## config.mk

```make
export PLATFORM = sky130hd
export DESIGN_NAME = eased_position_tween_flat
export DESIGN_NICKNAME = d
export VERILOG_FILES = /design/src/hw/rtl/ept_pkg.sv /design/src/hw/rtl/ept_req_if.sv /design/src/hw/rtl/ept_rsp_if.sv /design/src/hw/rtl/ept_div.sv /design/src/hw/rtl/ept_mul.sv /design/src/hw/rtl/eased_position_tween.sv /design/src/flat_wrapper.sv
export SDC_FILE = /design/constraint.sdc
export NUM_CORES = 2
export LEC_CHECK = 0
export BUFFER_PORTS_ARGS = -buffer_cell sky130_fd_sc_hd__buf_2
export CAP_MARGIN = 20
export CORE_UTILIZATION = 45
export DETAILED_ROUTE_END_ITERATION = 8
export MAX_ROUTING_LAYER = met4
export PLACE_DENSITY = 0.62
export SLEW_MARGIN = 20
export SYNTH_ARGS = -nofsm -noshare
export SYNTH_HDL_FRONTEND = slang
export SYNTH_SLANG_ARGS = --single-unit
```

## constraint.sdc

```tcl
create_clock -name clock -period 25.8 [get_ports clock]
set_input_delay 1.29 -clock clock [delete_from_list [all_inputs] [get_ports clock]]
set_output_delay 1.29 -clock clock [all_outputs]
set_load 0.005 [all_outputs]
```

## src/hw/rtl/ept_pkg.sv

```systemverilog
// ----------------------------------------------------------------------------
// Eased position tween package
// Shared constants, command and state codes, and the control structures that
// pass between the sequencer and its arithmetic units.
// ----------------------------------------------------------------------------
package ept_pkg;

   localparam int POS_WIDTH    = 16;
   localparam int TIME_WIDTH   = 24;
   localparam int DELTA_WIDTH  = 16;
   localparam int MIN_DURATION = 100;

   localparam int FRAC_BITS   = 16;
   localparam int PROG_WIDTH  = FRAC_BITS + 1;
   localparam int COUNT_WIDTH = $clog2(FRAC_BITS);

   localparam int MUL_A_WIDTH = 2 * PROG_WIDTH;
   localparam int MUL_B_WIDTH = PROG_WIDTH + 1;
   localparam int MUL_P_WIDTH = MUL_A_WIDTH + MUL_B_WIDTH;

   localparam logic [PROG_WIDTH-1:0] ONE_Q = PROG_WIDTH'(1) << FRAC_BITS;
   localparam logic [TIME_WIDTH-1:0] MIN_SPAN = TIME_WIDTH'(MIN_DURATION);

   typedef enum logic [1:0] {
      CMD_START     = 2'd0,
      CMD_FROM_HERE = 2'd1,
      CMD_TICK      = 2'd2
   } cmd_type;

   typedef enum logic [3:0] {
      S_IDLE,
      S_PROG,
      S_DIV,
      S_EASE_SQ,
      S_EASE_CUBE,
      S_EASE_DONE,
      S_LERP_X,
      S_LERP_Y,
      S_LERP_END,
      S_OUT
   } state_type;

   typedef struct packed {
      logic                  start;
      logic [TIME_WIDTH-1:0] dividend;
      logic [TIME_WIDTH-1:0] divisor;
   } div_req_type;

   typedef struct packed {
      logic                 done;
      logic [FRAC_BITS-1:0] quotient;
   } div_rsp_type;

   typedef struct packed {
      logic                          load;
      logic signed [MUL_A_WIDTH-1:0] a;
      logic signed [MUL_B_WIDTH-1:0] b;
   } mul_req_type;

endpackage

```

## src/hw/rtl/ept_req_if.sv

```systemverilog
// ----------------------------------------------------------------------------
// Eased position tween command channel
// Valid/ready channel that carries one command or tick per transfer.
// ----------------------------------------------------------------------------
interface ept_req_if;
   import ept_pkg::*;

   logic                          valid;
   logic                          ready;
   cmd_type                       cmd;
   logic signed [POS_WIDTH-1:0]   from_x;
   logic signed [POS_WIDTH-1:0]   from_y;
   logic signed [POS_WIDTH-1:0]   to_x;
   logic signed [POS_WIDTH-1:0]   to_y;
   logic [TIME_WIDTH-1:0]         move_time;
   logic                          deactivate_at_end;
   logic [DELTA_WIDTH-1:0]        delta_time;

   modport source (
      output valid, cmd, from_x, from_y, to_x, to_y, move_time, deactivate_at_end,
             delta_time,
      input  ready
   );

   modport sink (
      input  valid, cmd, from_x, from_y, to_x, to_y, move_time, deactivate_at_end,
             delta_time,
      output ready
   );

endinterface

```

## src/hw/rtl/ept_rsp_if.sv

```systemverilog
// ----------------------------------------------------------------------------
// Eased position tween status channel
// Valid/ready channel that carries the position and flags after each command.
// ----------------------------------------------------------------------------
interface ept_rsp_if;
   import ept_pkg::*;

   logic                        valid;
   logic                        ready;
   logic signed [POS_WIDTH-1:0] pos_x;
   logic signed [POS_WIDTH-1:0] pos_y;
   logic                        moving;
   logic                        active;

   modport source (
      output valid, pos_x, pos_y, moving, active,
      input  ready
   );

   modport sink (
      input  valid, pos_x, pos_y, moving, active,
      output ready
   );

endinterface

```

## src/hw/rtl/ept_div.sv

```systemverilog
// ----------------------------------------------------------------------------
// Progress divider
// Restoring divider that forms the Q16 fraction dividend/divisor, one quotient
// bit per cycle, for a dividend known to be smaller than the divisor.
// ----------------------------------------------------------------------------
module ept_div (
   input  logic                clock,
   input  logic                reset,
   input  ept_pkg::div_req_type div_req,
   output ept_pkg::div_rsp_type div_rsp
);
   import ept_pkg::*;

   localparam logic [COUNT_WIDTH-1:0] LAST_STEP = COUNT_WIDTH'(FRAC_BITS - 1);

   logic                   running_ff, running_in;
   logic                   done_ff, done_in;
   logic [COUNT_WIDTH-1:0] count_ff, count_in;
   logic [TIME_WIDTH-1:0]  rem_ff, rem_in;
   logic [TIME_WIDTH-1:0]  divisor_ff, divisor_in;
   logic [FRAC_BITS-1:0]   quo_ff, quo_in;
   logic [TIME_WIDTH:0]    shifted;
   logic [TIME_WIDTH:0]    diff;
   logic                   fits;

   always_comb begin
      shifted    = {rem_ff, 1'b0};
      diff       = shifted - {1'b0, divisor_ff};
      fits       = shifted >= {1'b0, divisor_ff};
      running_in = running_ff;
      done_in    = 1'b0;
      count_in   = count_ff;
      rem_in     = rem_ff;
      divisor_in = divisor_ff;
      quo_in     = quo_ff;
      if (div_req.start) begin
         running_in = 1'b1;
         count_in   = '0;
         rem_in     = div_req.dividend;
         divisor_in = div_req.divisor;
      end else if (running_ff) begin
         rem_in   = fits ? diff[TIME_WIDTH-1:0] : shifted[TIME_WIDTH-1:0];
         quo_in   = {quo_ff[FRAC_BITS-2:0], fits};
         count_in = count_ff + COUNT_WIDTH'(1);
         if (count_ff == LAST_STEP) begin
            running_in = 1'b0;
            done_in    = 1'b1;
         end
      end
   end

   always_ff @(posedge clock) begin
      if (reset) begin
         running_ff <= 1'b0;
         done_ff    <= 1'b0;
         count_ff   <= '0;
      end else begin
         running_ff <= running_in;
         done_ff    <= done_in;
         count_ff   <= count_in;
      end
   end

   always_ff @(posedge clock) begin
      rem_ff     <= rem_in;
      divisor_ff <= divisor_in;
      quo_ff     <= quo_in;
   end

   assign div_rsp.done     = done_ff;
   assign div_rsp.quotient = quo_ff;

   // The partial remainder stays below the divisor, so every quotient bit is 0 or 1.
   assert property (@(posedge clock) disable iff (reset) running_ff |-> rem_ff < divisor_ff)
      else $error("divider remainder reached the divisor");

   // The sequencer never restarts a division that is still in progress.
   assert property (@(posedge clock) disable iff (reset) div_req.start |-> !running_ff)
      else $error("divider restarted while busy");

endmodule

```

## src/hw/rtl/ept_mul.sv

```systemverilog
// ----------------------------------------------------------------------------
// Shared multiplier
// Signed multiplier with a registered product, used in turn for the easing
// cube and the two interpolation steps.
// ----------------------------------------------------------------------------
module ept_mul (
   input  logic                                    clock,
   input  ept_pkg::mul_req_type                    mul_req,
   output logic signed [ept_pkg::MUL_P_WIDTH-1:0] product
);
   import ept_pkg::*;

   logic signed [MUL_P_WIDTH-1:0] product_ff, product_in;

   always_comb begin
      product_in = product_ff;
      if (mul_req.load) begin
         product_in = MUL_P_WIDTH'(mul_req.a) * MUL_P_WIDTH'(mul_req.b);
      end
   end

   always_ff @(posedge clock) begin
      product_ff <= product_in;
   end

   assign product = product_ff;

endmodule

```

## src/hw/rtl/eased_position_tween.sv

```systemverilog
// ----------------------------------------------------------------------------
// Eased position tween
// Moves a 2-D point from a start to a target over a set duration, optionally
// with ease-out cubic progress.
//
// Commands arrive on req_chan; each accepted command gives exactly one status
// transfer on rsp_chan with the position and the moving and active flags.
// A start or move-from-here command, an unused command code, and a tick while
// no move is running go straight from idle to the output state.
// A tick during a move passes through the progress state, the bit-serial progress
// divider, the easing states when easing is on, and the interpolation states
// before the output state. A tick that finishes the move skips the divider.
// One command is worked on at a time: req_chan.ready is high only while the
// sequencer is idle, and it rises in the cycle the status becomes valid.
// A status that the receiver stalls is held in the output register; the next
// command can be accepted meanwhile, and its status waits until the held one
// is taken.
// Reset puts the point at the origin, idle and active, with linear progress.
// csr_we writes the easing enable from csr_wdata; the user must write it only while the block is idle (not enforced).
// ----------------------------------------------------------------------------
module eased_position_tween (
   input  logic      clock,
   input  logic      reset,
   input  logic      csr_we,
   input  logic      csr_wdata,
   ept_req_if.sink   req_chan,
   ept_rsp_if.source rsp_chan
);
   import ept_pkg::*;

   state_type                     state_ff, state_in;
   logic                          use_easing_ff, use_easing_in;
   logic signed [POS_WIDTH-1:0]   origin_x_ff, origin_x_in, origin_y_ff, origin_y_in;
   logic signed [POS_WIDTH-1:0]   goal_x_ff, goal_x_in, goal_y_ff, goal_y_in;
   logic signed [POS_WIDTH-1:0]   cur_x_ff, cur_x_in, cur_y_ff, cur_y_in;
   logic [TIME_WIDTH-1:0]         elapsed_ff, elapsed_in, span_ff, span_in;
   logic                          end_deact_ff, end_deact_in;
   logic                          busy_ff, busy_in, active_ff, active_in;
   logic [PROG_WIDTH-1:0]         t_ff, t_in;
   logic                          rsp_valid_ff, rsp_valid_in;
   logic signed [POS_WIDTH-1:0]   rsp_x_ff, rsp_x_in, rsp_y_ff, rsp_y_in;
   logic                          rsp_moving_ff, rsp_moving_in;
   logic                          rsp_active_ff, rsp_active_in;

   logic                          accept;
   logic [TIME_WIDTH:0]           elapsed_sum;
   logic [TIME_WIDTH-1:0]         span_new;
   logic [PROG_WIDTH-1:0]         inv;
   logic signed [POS_WIDTH:0]     dx, dy;
   logic [POS_WIDTH-1:0]          step;
   logic [PROG_WIDTH-1:0]         cube;
   logic signed [MUL_P_WIDTH-1:0] product;
   div_req_type                   div_req;
   div_rsp_type                   div_rsp;
   mul_req_type                   mul_req;

   ept_div u_div (
      .clock   (clock),
      .reset   (reset),
      .div_req (div_req),
      .div_rsp (div_rsp)
   );

   ept_mul u_mul (
      .clock   (clock),
      .mul_req (mul_req),
      .product (product)
   );

   assign req_chan.ready  = (state_ff == S_IDLE);
   assign accept          = req_chan.valid && req_chan.ready;
   assign rsp_chan.valid  = rsp_valid_ff;
   assign rsp_chan.pos_x  = rsp_x_ff;
   assign rsp_chan.pos_y  = rsp_y_ff;
   assign rsp_chan.moving = rsp_moving_ff;
   assign rsp_chan.active = rsp_active_ff;

   always_comb begin
      elapsed_sum = {1'b0, elapsed_ff} + (TIME_WIDTH + 1)'(req_chan.delta_time);
      span_new    = (req_chan.move_time < MIN_SPAN) ? MIN_SPAN : req_chan.move_time;
      inv         = ONE_Q - t_ff;
      dx          = {goal_x_ff[POS_WIDTH-1], goal_x_ff} - {origin_x_ff[POS_WIDTH-1], origin_x_ff};
      dy          = {goal_y_ff[POS_WIDTH-1], goal_y_ff} - {origin_y_ff[POS_WIDTH-1], origin_y_ff};
      step        = product[POS_WIDTH+FRAC_BITS-1:FRAC_BITS];
      cube        = product[2*FRAC_BITS+PROG_WIDTH-1:2*FRAC_BITS];

      state_in      = state_ff;
      use_easing_in = csr_we ? csr_wdata : use_easing_ff;
      origin_x_in   = origin_x_ff;
      origin_y_in   = origin_y_ff;
      goal_x_in     = goal_x_ff;
      goal_y_in     = goal_y_ff;
      cur_x_in      = cur_x_ff;
      cur_y_in      = cur_y_ff;
      elapsed_in    = elapsed_ff;
      span_in       = span_ff;
      end_deact_in  = end_deact_ff;
      busy_in       = busy_ff;
      active_in     = active_ff;
      t_in          = t_ff;
      rsp_valid_in  = rsp_valid_ff && !rsp_chan.ready;
      rsp_x_in      = rsp_x_ff;
      rsp_y_in      = rsp_y_ff;
      rsp_moving_in = rsp_moving_ff;
      rsp_active_in = rsp_active_ff;

      div_req.start    = 1'b0;
      div_req.dividend = elapsed_ff;
      div_req.divisor  = span_ff;
      mul_req.load     = 1'b0;
      mul_req.a        = '0;
      mul_req.b        = '0;

      unique case (state_ff)
         S_IDLE: begin
            if (accept) begin
               state_in = S_OUT;
               unique case (req_chan.cmd)
                  CMD_START, CMD_FROM_HERE: begin
                     if (req_chan.cmd == CMD_START) begin
                        origin_x_in = req_chan.from_x;
                        origin_y_in = req_chan.from_y;
                        cur_x_in    = req_chan.from_x;
                        cur_y_in    = req_chan.from_y;
                     end else begin
                        origin_x_in = cur_x_ff;
                        origin_y_in = cur_y_ff;
                     end
                     goal_x_in    = req_chan.to_x;
                     goal_y_in    = req_chan.to_y;
                     span_in      = span_new;
                     elapsed_in   = '0;
                     end_deact_in = req_chan.deactivate_at_end;
                     busy_in      = 1'b1;
                     active_in    = 1'b1;
                  end
                  CMD_TICK: begin
                     if (busy_ff) begin
                        elapsed_in = elapsed_sum[TIME_WIDTH] ? '1
                                                             : elapsed_sum[TIME_WIDTH-1:0];
                        state_in   = S_PROG;
                     end
                  end
                  default: begin
                  end
               endcase
            end
         end
         S_PROG: begin
            if (elapsed_ff >= span_ff) begin
               t_in     = ONE_Q;
               state_in = use_easing_ff ? S_EASE_SQ : S_LERP_X;
            end else begin
               div_req.start = 1'b1;
               state_in      = S_DIV;
            end
         end
         S_DIV: begin
            if (div_rsp.done) begin
               t_in     = PROG_WIDTH'(div_rsp.quotient);
               state_in = use_easing_ff ? S_EASE_SQ : S_LERP_X;
            end
         end
         S_EASE_SQ: begin
            mul_req.load = 1'b1;
            mul_req.a    = MUL_A_WIDTH'(inv);
            mul_req.b    = MUL_B_WIDTH'(inv);
            state_in     = S_EASE_CUBE;
         end
         S_EASE_CUBE: begin
            mul_req.load = 1'b1;
            mul_req.a    = product[MUL_A_WIDTH-1:0];
            mul_req.b    = MUL_B_WIDTH'(inv);
            state_in     = S_EASE_DONE;
         end
         S_EASE_DONE: begin
            t_in     = ONE_Q - cube;
            state_in = S_LERP_X;
         end
         S_LERP_X: begin
            mul_req.load = 1'b1;
            mul_req.a    = MUL_A_WIDTH'(dx);
            mul_req.b    = MUL_B_WIDTH'(t_ff);
            state_in     = S_LERP_Y;
         end
         S_LERP_Y: begin
            cur_x_in     = origin_x_ff + step;
            mul_req.load = 1'b1;
            mul_req.a    = MUL_A_WIDTH'(dy);
            mul_req.b    = MUL_B_WIDTH'(t_ff);
            state_in     = S_LERP_END;
         end
         S_LERP_END: begin
            cur_y_in = origin_y_ff + step;
            if (elapsed_ff >= span_ff) begin
               busy_in = 1'b0;
               if (end_deact_ff) begin
                  active_in = 1'b0;
               end
            end
            state_in = S_OUT;
         end
         S_OUT: begin
            if (!rsp_valid_ff || rsp_chan.ready) begin
               rsp_valid_in  = 1'b1;
               rsp_x_in      = cur_x_ff;
               rsp_y_in      = cur_y_ff;
               rsp_moving_in = busy_ff;
               rsp_active_in = active_ff;
               state_in      = S_IDLE;
            end
         end
         default: begin
            state_in = S_IDLE;
         end
      endcase
   end

   always_ff @(posedge clock) begin
      if (reset) begin
         state_ff      <= S_IDLE;
         use_easing_ff <= 1'b0;
         origin_x_ff   <= '0;
         origin_y_ff   <= '0;
         goal_x_ff     <= '0;
         goal_y_ff     <= '0;
         cur_x_ff      <= '0;
         cur_y_ff      <= '0;
         elapsed_ff    <= '0;
         span_ff       <= MIN_SPAN;
         end_deact_ff  <= 1'b0;
         busy_ff       <= 1'b0;
         active_ff     <= 1'b1;
         t_ff          <= '0;
         rsp_valid_ff  <= 1'b0;
      end else begin
         state_ff      <= state_in;
         use_easing_ff <= use_easing_in;
         origin_x_ff   <= origin_x_in;
         origin_y_ff   <= origin_y_in;
         goal_x_ff     <= goal_x_in;
         goal_y_ff     <= goal_y_in;
         cur_x_ff      <= cur_x_in;
         cur_y_ff      <= cur_y_in;
         elapsed_ff    <= elapsed_in;
         span_ff       <= span_in;
         end_deact_ff  <= end_deact_in;
         busy_ff       <= busy_in;
         active_ff     <= active_in;
         t_ff          <= t_in;
         rsp_valid_ff  <= rsp_valid_in;
      end
   end

   always_ff @(posedge clock) begin
      rsp_x_ff      <= rsp_x_in;
      rsp_y_ff      <= rsp_y_in;
      rsp_moving_ff <= rsp_moving_in;
      rsp_active_ff <= rsp_active_in;
   end

   // Progress never exceeds one in Q16.
   assert property (@(posedge clock) disable iff (reset) t_ff <= ONE_Q)
      else $error("progress above one");

   // The stored duration is never below the minimum.
   assert property (@(posedge clock) disable iff (reset) span_ff >= MIN_SPAN)
      else $error("duration below minimum");

   // A move only ends once the elapsed time has reached the duration.
   assert property (@(posedge clock) disable iff (reset)
                    (!$past(reset) && $fell(busy_ff)) |-> elapsed_ff >= span_ff)
      else $error("move ended early");

endmodule

```

## src/flat_wrapper.sv

```systemverilog
// flat-port wrapper written by rule: the top's interface ports become plain ports
module eased_position_tween_flat import ept_pkg::*;
  (clock, reset, csr_we, csr_wdata, req_chan_valid, req_chan_cmd, req_chan_from_x, req_chan_from_y, req_chan_to_x, req_chan_to_y, req_chan_move_time, req_chan_deactivate_at_end, req_chan_delta_time, req_chan_ready, rsp_chan_valid, rsp_chan_pos_x, rsp_chan_pos_y, rsp_chan_moving, rsp_chan_active, rsp_chan_ready);
  ept_req_if req_chan_i ();
  ept_rsp_if rsp_chan_i ();
  input  logic clock;
  input  logic reset;
  input  logic csr_we;
  input  logic csr_wdata;
  input wire logic [$bits(req_chan_i.valid)-1:0] req_chan_valid;
  input wire logic [$bits(req_chan_i.cmd)-1:0] req_chan_cmd;
  input wire logic [$bits(req_chan_i.from_x)-1:0] req_chan_from_x;
  input wire logic [$bits(req_chan_i.from_y)-1:0] req_chan_from_y;
  input wire logic [$bits(req_chan_i.to_x)-1:0] req_chan_to_x;
  input wire logic [$bits(req_chan_i.to_y)-1:0] req_chan_to_y;
  input wire logic [$bits(req_chan_i.move_time)-1:0] req_chan_move_time;
  input wire logic [$bits(req_chan_i.deactivate_at_end)-1:0] req_chan_deactivate_at_end;
  input wire logic [$bits(req_chan_i.delta_time)-1:0] req_chan_delta_time;
  output wire logic [$bits(req_chan_i.ready)-1:0] req_chan_ready;
  output wire logic [$bits(rsp_chan_i.valid)-1:0] rsp_chan_valid;
  output wire logic [$bits(rsp_chan_i.pos_x)-1:0] rsp_chan_pos_x;
  output wire logic [$bits(rsp_chan_i.pos_y)-1:0] rsp_chan_pos_y;
  output wire logic [$bits(rsp_chan_i.moving)-1:0] rsp_chan_moving;
  output wire logic [$bits(rsp_chan_i.active)-1:0] rsp_chan_active;
  input wire logic [$bits(rsp_chan_i.ready)-1:0] rsp_chan_ready;
  assign req_chan_i.valid = req_chan_valid;
  assign req_chan_i.cmd = req_chan_cmd;
  assign req_chan_i.from_x = req_chan_from_x;
  assign req_chan_i.from_y = req_chan_from_y;
  assign req_chan_i.to_x = req_chan_to_x;
  assign req_chan_i.to_y = req_chan_to_y;
  assign req_chan_i.move_time = req_chan_move_time;
  assign req_chan_i.deactivate_at_end = req_chan_deactivate_at_end;
  assign req_chan_i.delta_time = req_chan_delta_time;
  assign req_chan_ready = req_chan_i.ready;
  assign rsp_chan_valid = rsp_chan_i.valid;
  assign rsp_chan_pos_x = rsp_chan_i.pos_x;
  assign rsp_chan_pos_y = rsp_chan_i.pos_y;
  assign rsp_chan_moving = rsp_chan_i.moving;
  assign rsp_chan_active = rsp_chan_i.active;
  assign rsp_chan_i.ready = rsp_chan_ready;
  eased_position_tween u_core (.clock(clock), .reset(reset), .csr_we(csr_we), .csr_wdata(csr_wdata), .req_chan(req_chan_i), .rsp_chan(rsp_chan_i));
endmodule
```

==> flow_summary.ini <==
[timing]
finalSetupViolCount = 0
final.setup.worst_slack_ps = 15550
tns_ps = 0
relSlewSlack_pct = 17.5
skew_ps = 37.4
period_minus_slack_ps = 10250
tightest_slew_ps = 1240
finalHoldViolations = 0
drv_slew = 0
fmax_ghz = 0.0975
finalCritPeriodShare_pct = 39.7
rsz0062_at_grt = false

[yosys]
yosysWarnings = 0
synth-simple-area-share_pct = 15.3
synth.net_count = 5258
yosysUniqueCellTypes = 87
synth.area.top_cells = fa_1 (28%), edfxtp_1 (12%), dfxtp_1 (9.3%)
synth_top_area_share_pct = 28.4
synth-edff-count = 147
ys_seq_area_share_pct = 20.9
synth_compound_area_share_pct = 13.5
synthXorXnorAreaFrac_pct = 3.48
avgSynthCellArea_sq_um = 8.69
synthMuxAreaShare_pct = 0.723
synthCells = 4363
ys.flop_type = dfxtp_1
synth_fa_ha_area_share_pct = 36.4
synth-seq-cells = 323
synth.most_common_cell = inv_1
synth_top_family_by_area = adder cells
async_flop_share_pct = 0
syn-cell-area_sq_um = 37900
synthTopCellsByCount = inv_1 (782), fa_1 (537), nor2_1 (519)
yosys.area.top_type = fa_1

[critical_path]
worstPathRequired_ps = 26080
crit_path_end_kind = flip-flop
arrival_ps = 10530
path_class = reg -> reg
slowest_stage = nor2_1
critPathMaxStageDelay_ps = 760
critPathMaxFanout = 37
crit_path_frequent_cell = fa_1
start_kind = flip-flop

[place]
placed_area_sq_um = 39900
pre_cts_slack_ps = 15790
portBuffers = 148
dp_cells = 5467
gp_congestion = 0.969
hpwl_mm = 88.3

[clock_network]
clkTransAtPathRegs_ps = 70
clock_latency_ps = 560
hold_buffers = 0
cts_sinks = 323
post_cts_buffers = 0
cts_tree = built
cts-resized-gates = 0
root_buffer = clkbuf_16
cts_buffer_depth = 3
cts_buffers = 34
cts.htree.levels = 2

[cells_and_area]
final_nets = 5321
fin_util_pct = 49.2
fill_cells = 8087
final-instance-count-excl-fill = 5531
areaGrowthSynthToFinish_pct = 8.35
antennaDiodeCount = 0
drive_above_1_share_pct = 7.57
design_area_sq_um = 41100

[pwr]
ir_drop_v = 0.0000505
leakagePower_nw = 18.7
pwr_density_cell_nw_per_um2 = 56.7

[route]
vias_per_cell = 5.56
drt-pass1-iter-count = 7
ant_nets = 0
drt_iter0_drc = 2199
num_vias = 30700
routed_wl_mm = 112
drc = 0
wl_per_cell_microns = 20.3

[run_status]
status = finished, final reports clean

[floorplan]
rows = 106
die-area_sq_um = 85400
die_height_microns = 292
die_w_microns = 292
core_sq_um = 83600
ios = 149
initial_core_util_pct = 45.4

[job]
maxCapViolCount = 0

[global_route]
first_global_vias = 30300
antenna_found_initial = 0
grt_first_pass_wirelength_mm = 176
track_usage_pct = 27.4
grt_max_degree = 81
grt-ovfl-total = 0

[hold_path]
holdCritPathClass = reg -> reg
## critical path: cells and delay by family, from the launching register on
kind | cells | cell delay (ps)
AOI/OAI and AO/OA | 9 | 3020
buffers and inverters | 7 | 1240
xor gates and xnor gates | 1 | 150
adders and majority gates | 7 | 3380
and+or+nand+nor | 6 | 1430
DFF | 1 | 740
## sequential cells by signal, indices dropped and copies added (netlist names), 4 cells and up
signal,count
u_core.cur_x_ff,16
u_core.cur_y_ff,16
u_core.elapsed_ff,24
u_core.goal_x_ff,16
u_core.goal_y_ff,16
u_core.origin_x_ff,16
u_core.origin_y_ff,16
u_core.rsp_chan.pos_x,16
u_core.rsp_chan.pos_y,16
u_core.span_ff,24
u_core.state_ff,4
u_core.t_ff,17
u_core.u_div.count_ff,4
u_core.u_div.divisor_ff,24
u_core.u_div.quo_ff,16
u_core.u_div.rem_ff,24
u_core.u_mul.product,49
## stage by stage
step / hold WS, ps / power [W]
after floorplan: 408 / 0.00149
after global placement: 415 / 0.00180
after detailed placement: 414 / 0.00181
after CTS: 429 / 0.00232
after global routing: 438 / 0.00247
final: 429 / 0.00233
## layout by cell type (no fill, tap or decap), types with 40 or more instances in the layout
cell type,instances
a21o_1,74
a311oi_1,42
edfxtp_1,147
inv_1,782
o21ai_0,137
dfxtp_1,176
nand2_1,481
a21oi_1,234
nand2b_1,58
buf_2,147
a211oi_1,40
xnor2_1,101
nor3_1,52
fa_1,537
ha_1,245
nor2_1,515
buf_4,63
xor2_1,47
## worst paths after layout
kind / startpoint / end / slack (ps) / depth (start not counted)
setup / recovery: u_core.state_ff[3] / u_core.u_mul.product[47] / 15550 / 30
hold / removal: u_core.span_ff[5] / u_core.u_div.divisor_ff[5] / 430 / 0
setup reg to reg: u_core.state_ff[3] / u_core.u_mul.product[47] / 15550 / 30
hold reg to reg: u_core.span_ff[5] / u_core.u_div.divisor_ff[5] / 430 / 0
## layout make-up
class	count	area [sq um]	share of cell area (%)
Inverter	784	2940	7.16
Timing Repair Buffer	213	1250	3.03
Tap cell	1080	1350	3.29
Sequential cell	323	7940	19.3
Clock inverter	14	144	0.350
Clock buffer	47	981	2.39
Multi-Input combinational cell	3070	26500	64.4
## routing by layer
metal,up-vias,global-route usage (%),share of wire [%]
met1,15200,37.7,44
li1,14200,-,-
met3,176,3.11,7.3
met4,0,6.79,2.7
met5,-,-,0
met2,1150,43.4,46
## power by group
group,internal [W],switching [W]
Sequential,0.000675,0.0000949
Clock,0.000289,0.000220
Combinational,0.000385,0.000664
## logic make-up (layout without fill, tap and decap cells)
group           after synthesis  count (layout)
compound gates              781             781
fa+ha+maj                   782             782
buf+inv                     970            1058
xor+xnor                    149             149
mux                          27              27
flops                       323             323
simple gates               1331            1331
Power figures use the tool's default switching activity.
